File: config.mk
export PLATFORM = sky130hd
export DESIGN_NAME = frame_descriptor_mailbox_unit
export DESIGN_NICKNAME = d
export VERILOG_FILES = /design/src/hdl/fdm_pkg.sv /design/src/hdl/fdm_stat_bank.sv /design/src/hdl/frame_descriptor_mailbox_unit.sv
export SDC_FILE = /design/constraint.sdc
export NUM_CORES = 2
export LEC_CHECK = 0
export ABC_AREA = 1
export BUFFER_PORTS_ARGS = -buffer_cell sky130_fd_sc_hd__buf_2
export CAP_MARGIN = 40
export CORE_ASPECT_RATIO = 0.9
export CORE_MARGIN = 3
export CORE_UTILIZATION = 40
export DETAILED_ROUTE_END_ITERATION = 7
export HOLD_SLACK_MARGIN = 0.08
export PLACE_DENSITY = 0.6
export SYNTH_ARGS = -nofsm -noshare
export SYNTH_HDL_FRONTEND = slang
export SYNTH_SLANG_ARGS = --single-unit
File: constraint.sdc
create_clock -name clock -period 18.1 [get_ports clock]
set_input_delay 1.81 -clock clock [delete_from_list [all_inputs] [get_ports clock]]
set_output_delay 1.81 -clock clock [all_outputs]
set_load 0.005 [all_outputs]
File: src/hdl/fdm_pkg.sv
// Shared types and codes for the frame descriptor mailbox.
// Holds the request and response beat structs, command, verdict, event,
// stat and register codes. No dependencies.
package fdm_pkg;

   localparam int CsrIndexWidth = 3;
   localparam int CsrDataWidth  = 32;
   localparam int NumEvents     = 12;
   localparam int StatIdxWidth  = 5;

   localparam logic [2:0] CMD_PUBLISH   = 3'd0;
   localparam logic [2:0] CMD_TAKE      = 3'd1;
   localparam logic [2:0] CMD_CHECK     = 3'd2;
   localparam logic [2:0] CMD_COMMIT    = 3'd3;
   localparam logic [2:0] CMD_PRESENTED = 3'd4;
   localparam logic [2:0] CMD_REPEAT    = 3'd5;
   localparam logic [2:0] CMD_READ_STAT = 3'd6;

   localparam logic [2:0] VERDICT_ACCEPT      = 3'd0;
   localparam logic [2:0] VERDICT_QUARANTINED = 3'd1;
   localparam logic [2:0] VERDICT_ANOMALY     = 3'd2;
   localparam logic [2:0] VERDICT_INCOMPLETE  = 3'd3;
   localparam logic [2:0] VERDICT_NO_SLOT     = 3'd4;

   localparam logic [CsrIndexWidth-1:0] CSR_RING_SLOTS      = 3'd0;
   localparam logic [CsrIndexWidth-1:0] CSR_EXPECTED_BLOCKS = 3'd1;
   localparam logic [CsrIndexWidth-1:0] CSR_MAJORITY_MASK   = 3'd2;
   localparam logic [CsrIndexWidth-1:0] CSR_ANOMALY_MASK    = 3'd3;
   localparam logic [CsrIndexWidth-1:0] CSR_COMPLETE_MASK   = 3'd4;

   localparam logic [15:0] RESET_RING_SLOTS      = 16'd0;
   localparam logic [15:0] RESET_EXPECTED_BLOCKS = 16'd360;
   localparam logic [31:0] RESET_MAJORITY_MASK   = 32'd4;
   localparam logic [31:0] RESET_ANOMALY_MASK    = 32'd3;
   localparam logic [31:0] RESET_COMPLETE_MASK   = 32'd8;

   localparam int EV_CLOSED     = 0;
   localparam int EV_QUAR       = 1;
   localparam int EV_ANOM       = 2;
   localparam int EV_INCOMPLETE = 3;
   localparam int EV_COMPLETE   = 4;
   localparam int EV_DROPPED    = 5;
   localparam int EV_PUBLISHED  = 6;
   localparam int EV_TAKEN      = 7;
   localparam int EV_CONVERTED  = 8;
   localparam int EV_OVERRUN    = 9;
   localparam int EV_PRESENTED  = 10;
   localparam int EV_REPEATED   = 11;

   localparam logic [StatIdxWidth-1:0] STAT_INTERVAL_MIN     = 5'd12;
   localparam logic [StatIdxWidth-1:0] STAT_INTERVAL_MAX     = 5'd13;
   localparam logic [StatIdxWidth-1:0] STAT_INTERVAL_TOTAL   = 5'd14;
   localparam logic [StatIdxWidth-1:0] STAT_INTERVAL_SAMPLES = 5'd15;
   localparam logic [StatIdxWidth-1:0] STAT_CONVERT_MIN      = 5'd16;
   localparam logic [StatIdxWidth-1:0] STAT_CONVERT_MAX      = 5'd17;
   localparam logic [StatIdxWidth-1:0] STAT_CONVERT_TOTAL    = 5'd18;
   localparam logic [StatIdxWidth-1:0] STAT_CONVERT_SAMPLES  = 5'd19;
   localparam logic [StatIdxWidth-1:0] STAT_PUBLISH_SEQUENCE = 5'd20;

   localparam logic [31:0] MIN_RESET = 32'hFFFF_FFFF;

   typedef struct packed {
      logic [2:0]              cmd;
      logic [31:0]             frame_number;
      logic [15:0]             block_count;
      logic [31:0]             frame_flags;
      logic                    slot_present;
      logic [15:0]             slot_number;
      logic [63:0]             first_time;
      logic [63:0]             last_time;
      logic [31:0]             held_sequence;
      logic                    result_intact;
      logic [31:0]             conversion_time;
      logic [StatIdxWidth-1:0] stat_index;
   } req_beat_type;

   typedef struct packed {
      logic [2:0]  verdict;
      logic        ok;
      logic [31:0] desc_frame_number;
      logic [31:0] desc_sequence;
      logic [63:0] desc_first_time;
      logic [63:0] desc_last_time;
      logic [15:0] desc_slot;
      logic [15:0] desc_blocks;
      logic [31:0] desc_flags;
      logic [63:0] stat_value;
   } rsp_beat_type;

   typedef struct packed {
      logic [NumEvents-1:0] bump;
      logic                 interval_en;
      logic [31:0]          interval_delta;
      logic                 convert_en;
      logic [31:0]          convert_value;
   } stat_update_type;

endpackage

File: src/hdl/fdm_stat_bank.sv
// Event counters and interval / conversion aggregates of the mailbox.
// Depends on fdm_pkg for the update struct and stat codes.
module fdm_stat_bank (
   input  logic                             clock,
   input  logic                             reset,
   input  fdm_pkg::stat_update_type         update,
   input  logic [31:0]                      publish_sequence,
   input  logic [fdm_pkg::StatIdxWidth-1:0] stat_index,
   output logic [63:0]                      stat_value
);
   import fdm_pkg::*;

   logic [31:0] counter_ff [NumEvents];
   logic [31:0] interval_min_ff;
   logic [31:0] interval_max_ff;
   logic [63:0] interval_total_ff;
   logic [31:0] interval_samples_ff;
   logic [31:0] convert_min_ff;
   logic [31:0] convert_max_ff;
   logic [63:0] convert_total_ff;
   logic [31:0] convert_samples_ff;

   always_ff @(posedge clock) begin
      if (reset) begin
         for (int i = 0; i < NumEvents; i++) begin
            counter_ff[i] <= '0;
         end
         interval_min_ff     <= MIN_RESET;
         interval_max_ff     <= '0;
         interval_total_ff   <= '0;
         interval_samples_ff <= '0;
         convert_min_ff      <= MIN_RESET;
         convert_max_ff      <= '0;
         convert_total_ff    <= '0;
         convert_samples_ff  <= '0;
      end else begin
         for (int i = 0; i < NumEvents; i++) begin
            if (update.bump[i]) begin
               counter_ff[i] <= counter_ff[i] + 32'd1;
            end
         end
         if (update.interval_en) begin
            if (update.interval_delta < interval_min_ff) begin
               interval_min_ff <= update.interval_delta;
            end
            if (update.interval_delta > interval_max_ff) begin
               interval_max_ff <= update.interval_delta;
            end
            interval_total_ff   <= interval_total_ff + {32'd0, update.interval_delta};
            interval_samples_ff <= interval_samples_ff + 32'd1;
         end
         if (update.convert_en) begin
            if (update.convert_value < convert_min_ff) begin
               convert_min_ff <= update.convert_value;
            end
            if (update.convert_value > convert_max_ff) begin
               convert_max_ff <= update.convert_value;
            end
            convert_total_ff   <= convert_total_ff + {32'd0, update.convert_value};
            convert_samples_ff <= convert_samples_ff + 32'd1;
         end
      end
   end

   always_comb begin
      stat_value = '0;
      if (stat_index < StatIdxWidth'(NumEvents)) begin
         stat_value = {32'd0, counter_ff[stat_index[3:0]]};
      end else begin
         unique case (stat_index)
            STAT_INTERVAL_MIN:     stat_value = {32'd0, interval_min_ff};
            STAT_INTERVAL_MAX:     stat_value = {32'd0, interval_max_ff};
            STAT_INTERVAL_TOTAL:   stat_value = interval_total_ff;
            STAT_INTERVAL_SAMPLES: stat_value = {32'd0, interval_samples_ff};
            STAT_CONVERT_MIN:      stat_value = {32'd0, convert_min_ff};
            STAT_CONVERT_MAX:      stat_value = {32'd0, convert_max_ff};
            STAT_CONVERT_TOTAL:    stat_value = convert_total_ff;
            STAT_CONVERT_SAMPLES:  stat_value = {32'd0, convert_samples_ff};
            STAT_PUBLISH_SEQUENCE: stat_value = {32'd0, publish_sequence};
            default:               stat_value = '0;
         endcase
      end
   end

endmodule

File: src/hdl/frame_descriptor_mailbox_unit.sv
// Top level of the frame descriptor mailbox: config registers, pending
// descriptor, publish classification and the response register.
// Depends on fdm_pkg and fdm_stat_bank.
//
//   channel   ports                          handshake
//   request   start, busy, req_data          taken when start and not busy
//   response  rsp_valid, rsp_data            one-cycle strobe, never held off
//   config    csr_we, csr_index, csr_wdata   written when csr_we
//
// One command per cycle; busy stays low. The response appears in the cycle
// after the command is taken, set by the single response register.
// Reset is synchronous; it loads the config reset values and clears the pending flag and counters.
// The receiver cannot stall, so no response is ever held.
module frame_descriptor_mailbox_unit (
   input  logic                              clock,
   input  logic                              reset,
   input  logic                              start,
   output logic                              busy,
   input  fdm_pkg::req_beat_type             req_data,
   output logic                              rsp_valid,
   output fdm_pkg::rsp_beat_type             rsp_data,
   input  logic                              csr_we,
   input  logic [fdm_pkg::CsrIndexWidth-1:0] csr_index,
   input  logic [fdm_pkg::CsrDataWidth-1:0]  csr_wdata
);
   import fdm_pkg::*;

   logic [15:0] ring_slots_ff;
   logic [15:0] expected_blocks_ff;
   logic [31:0] majority_mask_ff;
   logic [31:0] anomaly_mask_ff;
   logic [31:0] complete_mask_ff;

   logic        pending_valid_ff, pending_valid_in;
   logic [31:0] pending_frame_ff;
   logic [31:0] pending_sequence_ff;
   logic [63:0] pending_first_ff;
   logic [63:0] pending_last_ff;
   logic [15:0] pending_slot_ff;
   logic [15:0] pending_blocks_ff;
   logic [31:0] pending_flags_ff;
   logic [31:0] publish_sequence_ff, publish_sequence_in;
   logic [63:0] last_publish_ff;
   logic        seen_publish_ff;

   logic         rsp_valid_ff;
   rsp_beat_type rsp_data_ff, rsp_data_in;

   logic            accept;
   logic [2:0]      verdict;
   logic            publish_ok;
   logic            take_ok;
   logic [63:0]     gap;
   logic [31:0]     distance;
   logic [63:0]     stat_value;
   stat_update_type update;

   assign busy   = 1'b0;
   assign accept = start && !busy;

   always_ff @(posedge clock) begin
      if (reset) begin
         ring_slots_ff      <= RESET_RING_SLOTS;
         expected_blocks_ff <= RESET_EXPECTED_BLOCKS;
         majority_mask_ff   <= RESET_MAJORITY_MASK;
         anomaly_mask_ff    <= RESET_ANOMALY_MASK;
         complete_mask_ff   <= RESET_COMPLETE_MASK;
      end else if (csr_we) begin
         unique case (csr_index)
            CSR_RING_SLOTS:      ring_slots_ff      <= csr_wdata[15:0];
            CSR_EXPECTED_BLOCKS: expected_blocks_ff <= csr_wdata[15:0];
            CSR_MAJORITY_MASK:   majority_mask_ff   <= csr_wdata;
            CSR_ANOMALY_MASK:    anomaly_mask_ff    <= csr_wdata;
            CSR_COMPLETE_MASK:   complete_mask_ff   <= csr_wdata;
            default: ;
         endcase
      end
   end

   always_comb begin
      if (|(req_data.frame_flags & majority_mask_ff)) begin
         verdict = VERDICT_QUARANTINED;
      end else if (|(req_data.frame_flags & anomaly_mask_ff)) begin
         verdict = VERDICT_ANOMALY;
      end else if (!(|(req_data.frame_flags & complete_mask_ff)) ||
                   req_data.block_count != expected_blocks_ff) begin
         verdict = VERDICT_INCOMPLETE;
      end else if (!req_data.slot_present) begin
         verdict = VERDICT_NO_SLOT;
      end else begin
         verdict = VERDICT_ACCEPT;
      end
   end

   assign gap      = req_data.first_time - last_publish_ff;
   assign distance = publish_sequence_ff - req_data.held_sequence;

   always_comb begin
      publish_ok          = 1'b0;
      take_ok             = 1'b0;
      pending_valid_in    = pending_valid_ff;
      publish_sequence_in = publish_sequence_ff;
      update              = '0;
      rsp_data_in         = '0;
      if (accept) begin
         case (req_data.cmd)
            CMD_PUBLISH: begin
               rsp_data_in.verdict    = verdict;
               update.bump[EV_CLOSED] = 1'b1;
               case (verdict)
                  VERDICT_QUARANTINED: update.bump[EV_QUAR] = 1'b1;
                  VERDICT_ANOMALY:     update.bump[EV_ANOM] = 1'b1;
                  VERDICT_ACCEPT: begin
                     publish_ok                = 1'b1;
                     update.bump[EV_COMPLETE]  = 1'b1;
                     update.bump[EV_PUBLISHED] = 1'b1;
                     update.bump[EV_DROPPED]   = pending_valid_ff;
                     pending_valid_in          = 1'b1;
                     publish_sequence_in       = publish_sequence_ff + 32'd1;
                     update.interval_en        = seen_publish_ff &&
                                                 (req_data.first_time > last_publish_ff);
                     update.interval_delta     = (|gap[63:32]) ? MIN_RESET : gap[31:0];
                  end
                  default:             update.bump[EV_INCOMPLETE] = 1'b1;
               endcase
            end
            CMD_TAKE: begin
               if (pending_valid_ff) begin
                  take_ok                       = 1'b1;
                  pending_valid_in              = 1'b0;
                  update.bump[EV_TAKEN]         = 1'b1;
                  rsp_data_in.ok                = 1'b1;
                  rsp_data_in.desc_frame_number = pending_frame_ff;
                  rsp_data_in.desc_sequence     = pending_sequence_ff;
                  rsp_data_in.desc_first_time   = pending_first_ff;
                  rsp_data_in.desc_last_time    = pending_last_ff;
                  rsp_data_in.desc_slot         = pending_slot_ff;
                  rsp_data_in.desc_blocks       = pending_blocks_ff;
                  rsp_data_in.desc_flags        = pending_flags_ff;
               end
            end
            CMD_CHECK: begin
               rsp_data_in.ok = (ring_slots_ff != 16'd0) &&
                                (distance < {16'd0, ring_slots_ff});
            end
            CMD_COMMIT: begin
               update.bump[EV_CONVERTED] = 1'b1;
               update.bump[EV_OVERRUN]   = !req_data.result_intact;
               update.convert_en         = req_data.conversion_time != 32'd0;
               update.convert_value      = req_data.conversion_time;
               rsp_data_in.ok            = req_data.result_intact;
            end
            CMD_PRESENTED: update.bump[EV_PRESENTED] = 1'b1;
            CMD_REPEAT:    update.bump[EV_REPEATED]  = 1'b1;
            CMD_READ_STAT: rsp_data_in.stat_value    = stat_value;
            default: ;
         endcase
      end
   end

   always_ff @(posedge clock) begin
      if (reset) begin
         pending_valid_ff    <= 1'b0;
         publish_sequence_ff <= '0;
         last_publish_ff     <= '0;
         seen_publish_ff     <= 1'b0;
         rsp_valid_ff        <= 1'b0;
      end else begin
         pending_valid_ff    <= pending_valid_in;
         publish_sequence_ff <= publish_sequence_in;
         rsp_valid_ff        <= accept;
         if (publish_ok) begin
            last_publish_ff <= req_data.first_time;
            seen_publish_ff <= 1'b1;
         end
      end
   end

   always_ff @(posedge clock) begin
      rsp_data_ff <= rsp_data_in;
      if (publish_ok) begin
         pending_frame_ff    <= req_data.frame_number;
         pending_sequence_ff <= publish_sequence_in;
         pending_first_ff    <= req_data.first_time;
         pending_last_ff     <= req_data.last_time;
         pending_slot_ff     <= req_data.slot_number;
         pending_blocks_ff   <= req_data.block_count;
         pending_flags_ff    <= req_data.frame_flags;
      end
   end

   fdm_stat_bank u_stat_bank (
      .clock            (clock),
      .reset            (reset),
      .update           (update),
      .publish_sequence (publish_sequence_ff),
      .stat_index       (req_data.stat_index),
      .stat_value       (stat_value)
   );

   assign rsp_valid = rsp_valid_ff;
   assign rsp_data  = rsp_data_ff;

endmodule

==> flow_metrics.py <==
metrics = {
    "pwr": {
        "p_int_mw": 5.92,
        "switching_share": 0.247,
        "power_density_nw_per_um2": 86.2,
        "pwr-share-comb": 0.069,
        "power_mw": 7.86,
        "clkPwrFrac": 0.466,
        "cellLeakagePower_nw": 40.1,
        "ir_worst_vdd_mv": 0.0890,
        "switchingPower_mw": 1.94,
        "seq_power_share": 0.465,
    },
    "timing": {
        "hold_viol": 0,
        "finalSetupViolations": 0,
        "worstMarginPinSlew_ns": 1.14,
        "post-route-period-util": 0.466,
        "fin_crit_ns": 8.43,
        "clock.fmax_mhz": 119,
        "grt_setup_unrepaired": "no",
        "clock-skew-final_ns": 0.0674,
        "fin_tns_setup_ns": 0,
        "slew_viol_final": 0,
        "max-slew-margin-rel": 0.239,
    },
    "setup_path": {
        "cp_data_arrival_time_ns": 9.16,
        "required_ns": 18.83,
        "end_kind": "flop",
        "critPathLaunchType": "input pin",
        "crit_path_frequent_cell": "nand2_1",
        "reg2reg_slack_ns": 10.48,
        "reg2reg_depth": 42,
        "crit_type": "in2reg",
        "slowest_stage": "inv_1",
        "critPathMaxStageDelay_ns": 0.59,
        "rr_startpoint": "last_publish_ff[0]$_SDFFE_PP0P_",
        "r2r_end": "u_stat_bank.interval_total_ff[56]$_SDFFE_PP0P_",
        "cp_max_fo": 30,
    },
    "cts": {
        "post_cts_resized": 0,
        "cts_sinks": 1511,
        "ctsHoldBuffers": 0,
        "post_cts_buffers": 0,
        "htreeDepth": 4,
        "cts_tree": "yes",
        "clk_pin_slew_worst_paths_ns": 0.07,
        "clockRootBuffer": "clkbuf_16",
        "clk-insertion-delay-late_ns": 0.83,
        "cts_buffers": 165,
        "cts_buffer_depth": 3,
    },
    "finish": {
        "nets": 11433,
        "fillCellCount": 19332,
        "final_layout_size_suffix_gt1_frac": 0.114,
        "syn_to_final_growth_pct": 15.5,
    },
    "floorplanning": {
        "die_height_um": 427,
        "fp.coreArea_sq_um": 196000,
        "pin_count": 663,
        "row_count": 154,
        "die_area_sq_um": 203000,
        "start_util": 0.403,
        "dieWidth_um": 474,
    },
    "synthesis": {
        "syn_area_sq_um": 78900,
        "synth_commonest_cells": "1936 x nand2_1, 1712 x inv_1, 1210 x nor2_1",
        "synth_area_per_cell_sq_um": 7.76,
        "synth_top_flop_cell": "dfxtp_1",
        "async_flop_share": 0,
        "synth_seq_cells": 1511,
        "synth_top_area_share": 0.243,
        "synth_top_cell_by_area": "edfxtp_1",
        "yosysWarnings": 0,
        "yosysSeqAreaShare": 0.464,
        "synthTopCellsByArea": "edfxtp_1 24%, dfxtp_1 22%, nand2_1 9.2%",
        "syn_inst": 10172,
        "yosysMostFrequentCell": "nand2_1",
        "synth_edf_count": 640,
        "syn_nets": 10828,
        "ys_types": 70,
    },
    "hold_path": {
        "min_to": "rsp_data[225]$_SDFF_PN0_",
        "hp-class": "reg2reg",
        "hold_path_depth": 2,
        "hold_path.startpoint": "pending_first_ff[33]$_DFFE_PP_",
    },
    "run": {
        "maxCapViolations": 0,
    },
    "status": {
        "status": "complete, no violations",
    },
    "drt": {
        "routed_wl_um": 272000,
        "dr.first_iter.drc_count": 6270,
        "vias_per_cell": 5.19,
        "vias": 70196,
        "drtPass1Iterations": 6,
        "ant_nets": 0,
        "drc": 0,
        "wire_per_inst_um": 20.1,
    },
    "grt": {
        "antenna_found_initial": 33,
        "grt_overflow": 0,
        "grt_max_degree": 166,
        "grt.total_usage": 0.259,
        "grt_pass1_wl_um": 403000,
        "grt_pass1_vias": 66466,
    },
    "placed_design": {
        "port_buffers": 661,
        "hpwl_um": 209000,
        "gp_congestion": 0.957,
    },
}
==> power groups by stage <==
stage | Combinational [mW] | Clock (mW) | Sequential, mW
2_1_floorplan | 0.312 | 0 | 3.72
3_3_place_gp | 0.531 | 0 | 3.72
3_5_place_dp | 0.539 | 0 | 3.73
4_1_cts | 0.542 | 3.73 | 3.65
5_1_grt | 0.601 | 3.86 | 3.66
6_report | 0.545 | 3.66 | 3.65
==> how the worst max path moves through the flow <==
stage / to / startpoint
6_report: u_stat_bank.interval_total_ff[56]$_SDFFE_PP0P_ / req_data[134]
4_1_cts: u_stat_bank.interval_total_ff[56]$_SDFFE_PP0P_ / req_data[134]
2_1_floorplan: u_stat_bank.interval_total_ff[56]$_SDFFE_PP0P_ / req_data[239]
3_5_place_dp: u_stat_bank.interval_total_ff[56]$_SDFFE_PP0P_ / req_data[134]
3_3_place_gp: u_stat_bank.interval_total_ff[56]$_SDFFE_PP0P_ / req_data[134]
5_1_grt: u_stat_bank.interval_total_ff[56]$_SDFFE_PP0P_ / req_data[134]
==> metrics by stage <==
stage | cells | area, sq um | util | hold WS (ns) | setup WS (ns)
floorplan | 10172 | 78900 | - | 0.429 | 4.43
CTS | 13495 | 91100 | 0.465 | 0.424 | 9.84
global route | 13507 | 91100 | 0.465 | 0.446 | 8.97
global placement | 13168 | 84900 | 0.433 | 0.441 | 8.85
detailed placement | 13184 | 85100 | 0.434 | 0.449 | 8.92
finish | 13516 | 91100 | 0.465 | 0.423 | 9.67
==> cell type report <==
class                   instances  area [sq um]  share of cell area
clock buffers                 223          4660              0.0511
well taps                    2574          3220              0.0353
inverters                    1736          6530              0.0717
clock inverters                88          1300              0.0143
multi-input cells            6616         34600               0.380
repair buffers                747          4070              0.0447
diodes                         21          52.6            0.000577
flip-flops and latches       1511         36700               0.402
==> worst max-delay path, delay by kind of cell <==
kind / cells / cell delay [ns]
and+or+nand+nor: 26 / 2.92
AOI/OAI and AO/OA: 10 / 2.41
adders and majority gates: 3 / 1.06
buffers and inverters: 5 / 0.96
==> flip-flops by register name, summed over array words and instances (netlist names), 64 cells and up <==
signal,count
last_publish_ff,64
rsp_data,324
u_stat_bank.counter_ff,384
pending_first_ff,64
u_stat_bank.convert_total_ff,64
pending_last_ff,64
u_stat_bank.interval_total_ff,64
==> layout by cell type (no fill, tap or decap), types with 34 or more instances in the layout <==
cell type / instances
nor3_2: 34
o22ai_1: 132
o21a_1: 49
o21ai_0: 737
nand2_1: 1931
nor4_1: 64
clkbuf_16: 172
ha_1: 315
nor3b_1: 48
inv_1: 1709
a31oi_1: 36
xnor2_1: 93
dfxtp_1: 871
o211ai_1: 45
xor2_1: 118
nor2_2: 76
nor3_1: 193
buf_4: 71
edfxtp_1: 640
nand3_1: 364
a21oi_1: 713
nor2_1: 1202
nand4_1: 124
buf_2: 666
==> kinds of logic (layout without fill, tap and decap cells) <==
kind of cell / after synthesis / after routing / synth area share
AND/OR/NAND/NOR: 4166 / 4166 / 0.228
other: 1 / 22 / 0.0000475
XOR/XNOR: 211 / 211 / 0.0234
AO/OA/AOI/OAI: 1919 / 1919 / 0.135
adder cells (fa/ha/maj): 319 / 319 / 0.0509
buffers and inverters: 2045 / 2794 / 0.0981
flip-flops: 1511 / 1511 / 0.464
==> metal layers <==
metal / up-vias / share of wire / track usage
li1: 34553 / - / -
met1: 32842 / 0.42 / 0.329
met2: 2285 / 0.46 / 0.431
met3: 502 / 0.065 / 0.0427
met4: 14 / 0.050 / 0.123
met5: - / 0.00038 / 0
Power figures use the tool's default switching activity.
